### config.mk
export PLATFORM = sky130hd
export DESIGN_NAME = json_string_unescaper
export DESIGN_NICKNAME = d
export VERILOG_FILES = /design/src/sv/jsu_pkg.sv /design/src/sv/jsu_core.sv /design/src/sv/jsu_outq.sv /design/src/sv/json_string_unescaper.sv
export SDC_FILE = /design/constraint.sdc
export NUM_CORES = 1
export LEC_CHECK = 0
export ABC_AREA = 1
export BUFFER_PORTS_ARGS = -buffer_cell sky130_fd_sc_hd__buf_4
export CORE_MARGIN = 4
export CORE_UTILIZATION = 55
export DETAILED_ROUTE_END_ITERATION = 12
export PLACE_DENSITY = 0.8
export SLEW_MARGIN = 10
export SYNTH_ARGS = -nofsm -noshare
export SYNTH_HDL_FRONTEND = slang
export SYNTH_SLANG_ARGS = --single-unit
### constraint.sdc
create_clock -name clk -period 2.5 [get_ports clk]
set_input_delay 0 -clock clk [delete_from_list [all_inputs] [get_ports clk]]
set_output_delay 0 -clock clk [all_outputs]
set_load 0.01 [all_outputs]
### src/sv/jsu_pkg.sv
package jsu_pkg;

  // Character codes
  localparam logic [7:0] CH_QUOTE     = 8'h22;
  localparam logic [7:0] CH_BACKSLASH = 8'h5C;
  localparam logic [7:0] CH_B         = 8'h62;
  localparam logic [7:0] CH_F         = 8'h66;
  localparam logic [7:0] CH_N         = 8'h6E;
  localparam logic [7:0] CH_R         = 8'h72;
  localparam logic [7:0] CH_T         = 8'h74;
  localparam logic [7:0] CH_U         = 8'h75;

  // Control bytes produced by the short escapes
  localparam logic [7:0] CTL_BS = 8'h08;
  localparam logic [7:0] CTL_FF = 8'h0C;
  localparam logic [7:0] CTL_LF = 8'h0A;
  localparam logic [7:0] CTL_CR = 8'h0D;
  localparam logic [7:0] CTL_HT = 8'h09;

  // Number of hex digit bytes that follow \u
  localparam logic [2:0] HEX_DIGITS = 3'd4;

  // Decoder mode, one-hot
  typedef enum logic [2:0] {
    MODE_NORMAL = 3'b001,
    MODE_ESCAPE = 3'b010,
    MODE_HEX    = 3'b100
  } mode_t;

  // One result item
  typedef struct packed {
    logic [7:0] data;
    logic       valid;
    logic       last;
  } res_t;

  // Hex digit decode: bit 4 set when the byte is a hex digit
  function automatic logic [4:0] hex_nibble(input logic [7:0] c);
    logic [7:0] t;
    t = 8'h00;
    case (c) inside
      [8'h30:8'h39]: begin
        t = c - 8'h30;
        return {1'b1, t[3:0]};
      end
      [8'h61:8'h66]: begin
        t = c - 8'h57;
        return {1'b1, t[3:0]};
      end
      [8'h41:8'h46]: begin
        t = c - 8'h37;
        return {1'b1, t[3:0]};
      end
      default: return 5'd0;
    endcase
  endfunction

  // Short escape map; everything else stands for itself
  function automatic logic [7:0] escape_map(input logic [7:0] c);
    case (c)
      CH_B:    return CTL_BS;
      CH_F:    return CTL_FF;
      CH_N:    return CTL_LF;
      CH_R:    return CTL_CR;
      CH_T:    return CTL_HT;
      default: return c;
    endcase
  endfunction

endpackage

### src/sv/jsu_core.sv
module jsu_core (
  input  logic          clk,
  input  logic          rst_n,
  input  logic          take,
  input  logic [7:0]    in_byte,
  input  logic          in_last,
  output jsu_pkg::res_t res
);
  import jsu_pkg::*;

  logic       at_start_r, at_start_nxt;
  mode_t      mode_r, mode_nxt;
  logic [2:0] hex_left_r, hex_left_nxt;
  logic [7:0] hex_value_r, hex_value_nxt;
  logic       hex_stopped_r, hex_stopped_nxt;

  logic       drop;
  logic [4:0] nib;
  logic       ov;
  logic [7:0] ob;

  assign drop = (in_byte == CH_QUOTE) && (in_last || at_start_r);
  assign nib  = hex_nibble(in_byte);

  // Next state and result for the byte at the port
  always_comb begin
    mode_nxt        = mode_r;
    hex_left_nxt    = hex_left_r;
    hex_value_nxt   = hex_value_r;
    hex_stopped_nxt = hex_stopped_r;
    ov              = 1'b0;
    ob              = 8'h00;
    case (mode_r)
      MODE_HEX: begin
        if (!drop) begin
          if (!nib[4]) begin
            hex_stopped_nxt = 1'b1;
          end else if (!hex_stopped_r) begin
            hex_value_nxt = {hex_value_r[3:0], nib[3:0]};
          end
          hex_left_nxt = hex_left_r - 3'd1;
        end
        if (hex_left_nxt == 3'd0 || in_last) begin
          ov           = 1'b1;
          ob           = hex_value_nxt;
          mode_nxt     = MODE_NORMAL;
          hex_left_nxt = 3'd0;
        end
      end
      MODE_ESCAPE: begin
        if (!drop) begin
          if (in_byte == CH_U) begin
            mode_nxt        = MODE_HEX;
            hex_left_nxt    = HEX_DIGITS;
            hex_value_nxt   = 8'h00;
            hex_stopped_nxt = 1'b0;
            ov              = in_last;
          end else begin
            ov       = 1'b1;
            ob       = escape_map(in_byte);
            mode_nxt = MODE_NORMAL;
          end
        end
      end
      default: begin
        if (!drop) begin
          if (in_byte == CH_BACKSLASH) begin
            mode_nxt = MODE_ESCAPE;
          end else begin
            ov = 1'b1;
            ob = in_byte;
          end
        end
      end
    endcase
    at_start_nxt = 1'b0;
    // End of string returns everything to its reset values
    if (in_last) begin
      at_start_nxt    = 1'b1;
      mode_nxt        = MODE_NORMAL;
      hex_left_nxt    = 3'd0;
      hex_value_nxt   = 8'h00;
      hex_stopped_nxt = 1'b0;
    end
  end

  assign res.data  = ov ? ob : 8'h00;
  assign res.valid = ov;
  assign res.last  = in_last;

  // Decoder state
  always_ff @(posedge clk) begin
    if (!rst_n) begin
      at_start_r    <= 1'b1;
      mode_r        <= MODE_NORMAL;
      hex_left_r    <= 3'd0;
      hex_value_r   <= 8'h00;
      hex_stopped_r <= 1'b0;
    end else if (take) begin
      at_start_r    <= at_start_nxt;
      mode_r        <= mode_nxt;
      hex_left_r    <= hex_left_nxt;
      hex_value_r   <= hex_value_nxt;
      hex_stopped_r <= hex_stopped_nxt;
    end
  end

endmodule

### src/sv/jsu_outq.sv
module jsu_outq (
  input  logic          clk,
  input  logic          rst_n,
  input  logic          push,
  input  jsu_pkg::res_t push_res,
  output logic          full,
  input  logic          pop,
  output logic          head_vld,
  output jsu_pkg::res_t head
);
  import jsu_pkg::*;

  res_t       head_r, head_nxt;
  res_t       skid_r, skid_nxt;
  logic [1:0] cnt_r, cnt_nxt;

  // Head register plus one skid entry
  always_comb begin
    head_nxt = head_r;
    skid_nxt = skid_r;
    cnt_nxt  = cnt_r;
    case (cnt_r)
      2'd0: begin
        if (push) begin
          head_nxt = push_res;
          cnt_nxt  = 2'd1;
        end
      end
      2'd1: begin
        if (push && pop) begin
          head_nxt = push_res;
        end else if (push) begin
          skid_nxt = push_res;
          cnt_nxt  = 2'd2;
        end else if (pop) begin
          cnt_nxt = 2'd0;
        end
      end
      default: begin
        if (pop) begin
          head_nxt = skid_r;
          cnt_nxt  = 2'd1;
        end
      end
    endcase
  end

  always_ff @(posedge clk) begin
    if (!rst_n) begin
      cnt_r <= 2'd0;
    end else begin
      cnt_r <= cnt_nxt;
    end
  end

  always_ff @(posedge clk) begin
    head_r <= head_nxt;
    skid_r <= skid_nxt;
  end

  assign full     = cnt_r[1];
  assign head_vld = (cnt_r != 2'd0);
  assign head     = head_r;

endmodule

### src/sv/json_string_unescaper.sv
// JSON string unescaper: takes one byte of an escaped string per item and
// returns exactly one result per item, registered in the output buffer,
// at one item per clock while in_stall is low. The rate is set by the decoder's
// mode/hex registers, which update once per byte. A two-entry output buffer
// keeps taking items while a result waits; in_stall rises only when both
// entries are full. out_valid marks results that carry a byte, out_last
// echoes in_last, and decoding state clears after each last byte.
module json_string_unescaper (
  input  logic       clk,
  input  logic       rst_n,
  input  logic       in_valid,
  output logic       in_stall,
  input  logic [7:0] in_byte,
  input  logic       in_last,
  output logic       out_item_valid,
  input  logic       out_stall,
  output logic [7:0] out_byte,
  output logic       out_valid,
  output logic       out_last
);
  import jsu_pkg::*;

  logic take;
  logic pop;
  logic full;
  res_t res;
  res_t head;

  assign take = in_valid && !full;
  assign pop  = out_item_valid && !out_stall;

  // Byte decoder with its mode registers
  jsu_core u_core (
    .clk     (clk),
    .rst_n   (rst_n),
    .take    (take),
    .in_byte (in_byte),
    .in_last (in_last),
    .res     (res)
  );

  // Result register with skid entry
  jsu_outq u_outq (
    .clk      (clk),
    .rst_n    (rst_n),
    .push     (take),
    .push_res (res),
    .full     (full),
    .pop      (pop),
    .head_vld (out_item_valid),
    .head     (head)
  );

  assign in_stall  = full;
  assign out_byte  = head.data;
  assign out_valid = head.valid;
  assign out_last  = head.last;

endmodule

# Yosys cells after proc, flatten, opt, wreduce, memory -nomap -nowiden
# Cells that the tools add are included.
dict set report word_totals {
  ff_bits 38
  input_bits 13
  out_inout_bits 12
  wordCells 122
}
dict set report classes {
  add_sub_neg 4
  n_lt_le_gt_ge 6
  eq_ne 21
  n_mux 55
  bitwise 1
  n_reduce_logical 23
}
# op count
set ops {}
lappend ops {{8-bit 2-to-1 mux} 12}
lappend ops {{8-bit by 7-bit equality test with 1-bit output, second input constant} 7}
lappend ops {{8-bit one-hot mux with 5 select lines} 1}
lappend ops {{3-bit 2-to-1 mux} 12}
lappend ops {{8-bit one-hot mux with 2 select lines} 2}
lappend ops {{10-bit 2-to-1 mux} 3}
lappend ops {{10-bit one-hot mux with 2 select lines} 1}
lappend ops {{8-bit by 7-bit greater-or-equal comparator with 1-bit output, second input constant} 2}
lappend ops {{8-bit by 7-bit less-or-equal comparator with 1-bit output, second input constant} 2}
lappend ops {{5-bit 2-to-1 mux} 3}
lappend ops {{3-bit != test, second input constant} 4}
lappend ops {{3-bit one-hot mux with 2 select lines} 2}
lappend ops {{1-bit 2-to-1 mux} 11}
lappend ops {{2-bit 2-to-1 mux} 5}
lappend ops {{8-bit by 6-bit equality test with 1-bit output, second input constant} 1}
lappend ops {{8-bit by 6-bit greater-or-equal comparator with 1-bit output, second input constant} 1}
lappend ops {{8-bit by 6-bit less-or-equal comparator with 1-bit output, second input constant} 1}
lappend ops {{4-bit AND reduction} 2}
lappend ops {{4-bit by 3-bit subtractor with 4-bit output, second input constant} 2}
lappend ops {{1-bit logical AND} 7}
lappend ops {{3-bit by 2-bit != test with 1-bit output, second input constant} 2}
lappend ops {{3-bit AND reduction} 2}
lappend ops {{6-bit AND reduction} 1}
lappend ops {{3-bit nonzero test} 2}
lappend ops {{18 further kinds} 22}

# Longest topological paths before layout
dict set report logic_depth {
  ltp_word 13
  ltp_mapped 17
}

# Hierarchy
# Synthesis repeated with hierarchy kept, for this count alone.
dict set report unflattened {
  hier_cells 312
  hier_area_um2 2331.0
}
# mod n_inst cells_per_inst area_each_um2 seq_area_each_um2
set modules_own_cells {}
lappend modules_own_cells {jsu_core 1 237 1468.9 320.3}
lappend modules_own_cells {jsu_outq 1 71 842.1 640.6}
lappend modules_own_cells {json_string_unescaper 1 4 20.0 0.0}

# Least setup slack after synthesis
# OpenSTA, ideal clock, no wires.
dict set report synth_path {
  path_kind {flip-flop to flip-flop}
  startpoint {register u_outq.cnt_r[1]}
  endpoint {register u_outq.skid_r[0] (netlist bit), enable pin}
  arrival_ns 1.590
  t_required_ns 2.110
  path_slack_ns 0.520
  stages_incl_launch_ff 6
  path_buffers 0
  path_cell_list {dfxtp_1 > nor2_1 > inv_1 > o21ai_0 > nand2_1 > nor3_1}
}
dict set report synth_via {
  elab_chain_len 5
  elab_cells_between_ends 8
}
# element line
set synth_lines {}
lappend synth_lines {{from (decl)} jsu_outq.sv:15} ;# logic [1:0] cnt_r, cnt_nxt;
lappend synth_lines {{from (signal assigned)} jsu_outq.sv:52} ;# cnt_r <= cnt_nxt;
lappend synth_lines {{2-bit nonzero test / 1-bit logical NOT (equally long branches)} {jsu_outq.sv:62, json_string_unescaper.sv:29}}
lappend synth_lines {{1-bit logical AND, on equally long branches} {json_string_unescaper.sv:30, json_string_unescaper.sv:29}}
lappend synth_lines {{1-bit logical AND} jsu_outq.sv:30} ;# if (push && pop) begin
lappend synth_lines {{1-bit NOT (no source line)} n/a}
lappend synth_lines {{3-bit AND reduction (no source line) (*)} n/a}
lappend synth_lines {{to (signal assigned)} jsu_outq.sv:58} ;# skid_r <= skid_nxt;
lappend synth_lines {{to (decl)} jsu_outq.sv:14} ;# res_t skid_r, skid_nxt;
# Every way passes the cells marked *; elsewhere a longest branch is shown, timed or not.
# A chain may end at the register's enable or synchronous reset.

==> out/metrics.yaml <==
run_status: "complete, no violations"
wire_per_inst_um: 12.71
ff2ff_path_depth: 7
synth_area_leader_cell: "edfxtp_1"
hold_viol: 0
holdPathStages: 3
min-delay-start: "in_byte[7]"
grt_usage: 0.2044
grt_max_degree: 18
viasPerCell: 5.297
peakVddDrop_mv: 0.3554
layout_setup_ws_ns: 0.5753
avgSynthCellArea_um2: 7.307
use_met1: 0.2421
cp.arrival_ns: 2.08
p_leak_nw: 1.276
nets: 382
setup_viol: 0
antenna_left: 0
grt_pass1_vias: 2069
cts_tree: "yes"
wl_um: 5264
clkTransAtPathRegs_ns: 0.07
yosys.area_share.simple: 0.3771
ctsRootBufferMaster: "clkbuf_8"
hold_path_end: "u_outq.skid_r[9]"
syn_area_um2: 2419
diodes: 0
dpl_worst_slack_ns: 0.6011
grt_pass1_wl_um: 8825
final_util: 0.6759
rows: 23
drive_gt1_frac: 0.1813
synth_top_family_by_area: "simple AND/OR/NAND/NOR gates"
synthTopCellsByArea: "edfxtp_1, nand2_1, dfxtp_1"
gp_congestion: 0.9419
synthMuxAreaShare: 0
cp-start-kind: "input pin"
antenna_found_initial: 0
dieHeight_um: 74.31
synthAdderAreaFrac: 0.03104
synth_top_cell_area_share: 0.2483
clock_skew_ns: 0.002213
gr-usage-met3: 0.03378
rsz0062_at_grt: "no"
dp_hpwl_um: 4159
syn-num-nets: 350
power_density_nw_per_um2: 523.0
cts_buffers: 5
ioPinCount: 25
maxSlewViolCount: 0
synth_seq_cells: 38
fin_setup_tns_ns: 0
drc: 0
num_vias: 2193
synth_compound_gate_area_share: 0.1004
crit_fanout: 7
die_area_um2: 5522
critical_path_class: "input pin to flip-flop"
met2_usage: 0.3740
design.core.area_um2: 4115
required_ns: 2.66
numPortBuffers: 24
chipWidth_um: 74.31
busiest_layer: "met2"
max_freq_mhz: 519.6
start_util: 0.5877
synth_cell_types: 34
syn2layout_area_growth_pct: 15.00
seq_area_frac_synth: 0.3973
ctsResizeCount: 0
grt_overflow: 0
synth_xor_area_frac: 0.003621
r2r-start: "u_core.at_start_r"
cts_sinks: 38
cts_max_path_buffers: 2
r2r_end: "u_outq.head[5]"
maxCapViolations: 0
drtIter0Drc: 112
cts_setup_buffers: 0
clock_latency_ns: 0.29
worstMarginPinSlew_ns: 0.7518
ys.warnings.count: 0
num-fill-cells: 353
finalPower_mw: 1.455
first_pass_iters: 4
layout_min_cycle_time_ns: 1.925
slew_headroom: 0.4950
r2r_setup_slack_ns: 0.65
crit_path_end_kind: "flip-flop"
h-tree-depth: 2
hold_buffers: 3
synth_cells: 331
layout_worst_path_cycle_share: 0.7699
hold_class: "input pin to flip-flop"
==> logic make-up (layout without fill, tap and decap cells) <==
logic type / after synthesis / in the layout
DFF: 38 / 38
xor gates and xnor gates: 1 / 1
adders and majority gates: 6 / 6
AOI/OAI and AO/OA: 44 / 44
and+or+nand+nor: 191 / 191
buffers and inverters: 51 / 84
==> worst max-delay path: stages <==
cell and delay [ns]:
dlygate4sd3_1 0.54, buf_4 0.16, nor2_1 0.24, nor2_4 0.10, nor3_1 0.64, nand2_1 0.14
nand3_2 0.12, nand2_1 0.06, nand2_1 0.08
==> how the worst max path moves through the flow <==
stage,start,end,depth (start not counted)
final,in_last,u_outq.head[5],9
after detailed placement,in_byte[1],u_outq.head[5],16
after CTS,in_last,u_outq.head[5],9
after global placement,in_byte[0],u_outq.head[2],12
after floorplan,u_outq.cnt_r[1],u_outq.skid_r[0],5
after global routing,in_last,u_outq.head[4],9
==> report_power, final <==
part           leakage, nW  switching (mW)  internal [mW]
Combinational        0.891           0.150         0.0930
Sequential           0.332          0.0143          0.693
Clock               0.0524           0.207          0.298
==> cells in the final DEF, fill, tap and decap left out, types with 2 or more instances in the layout <==
| cell | count |
|---|---|
| buf_4 | 29 |
| edfxtp_1 | 20 |
| inv_1 | 40 |
| nand2_2 | 7 |
| nand3_2 | 7 |
| nand2_4 | 4 |
| o21ai_1 | 2 |
| ha_1 | 6 |
| nor3_1 | 4 |
| nor2_1 | 25 |
| a21oi_1 | 19 |
| nand3_1 | 24 |
| o21ai_2 | 2 |
| clkbuf_1 | 2 |
| dfxtp_1 | 18 |
| nor2_2 | 4 |
| nand4_1 | 3 |
| a31oi_1 | 2 |
| clkinv_1 | 3 |
| clkbuf_8 | 5 |
| o21ai_0 | 16 |
| nor4_1 | 2 |
| nand2_1 | 106 |
| nor3_4 | 2 |
| dlygate4sd3_1 | 3 |
==> state kept, by name, summed over array words and instances, names as in the netlist <==
name	flops
u_core.mode_r	3
u_core.hex_left_r	3
u_core.hex_value_r	8
u_outq.cnt_r	2
u_core.at_start_r	1
u_outq.head	10
u_core.hex_stopped_r	1
u_outq.skid_r	10
==> synth_stat cells <==
master / number
o211ai_2: 1
nand2_4: 4
o21ai_2: 2
nor2_1: 25
o21ai_1: 2
a31oi_1: 2
nand3_1: 24
xor2_1: 1
nor2_2: 4
o211ai_1: 1
nor2_4: 1
nor3_1: 4
nand4_1: 3
dfxtp_1: 18
nor3_2: 1
ha_1: 6
buf_4: 2
nand2_2: 7
nand2_1: 106
edfxtp_1: 20
buf_6: 1
nor3_4: 2
nand3b_2: 1
nand3_2: 7
clkinv_1: 3
nor4_1: 2
buf_8: 1
o21ai_0: 16
inv_1: 40
o21a_1: 1
inv_2: 1
clkbuf_1: 2
a21oi_1: 19
buf_2: 1
==> per-layer routing <==
metal / part of all wire / up-vias
li1: - / 1137
met1: 0.43 / 998
met2: 0.50 / 49
met3: 0.058 / 9
met4: 0.015 / 0
met5: 0 / -
==> layout make-up <==
cell class                 instances  area [um^2]  share of cell area
sequential                        38        960.9              0.3455
clock inverter                     1        30.03             0.01080
inverter                          44        165.2             0.05938
timing repair buffer              32        247.7             0.08907
clock buffer                       7        76.32             0.02744
multi-input combinational        242         1239              0.4453
tap                               50        62.56             0.02249
==> stage by stage <==
step / std cells / cell area, um^2 / hold slack (ns)
CTS: 414 / 2781 / 0.05083
global placement: 403 / 2645 / 0.2477
detailed placement: 403 / 2645 / 0.2444
finish: 414 / 2781 / 0.05868
floorplan: 331 / 2419 / 0.09887
global route: 414 / 2781 / 0.08142
Note: power is estimated with default switching activity, not from simulation.
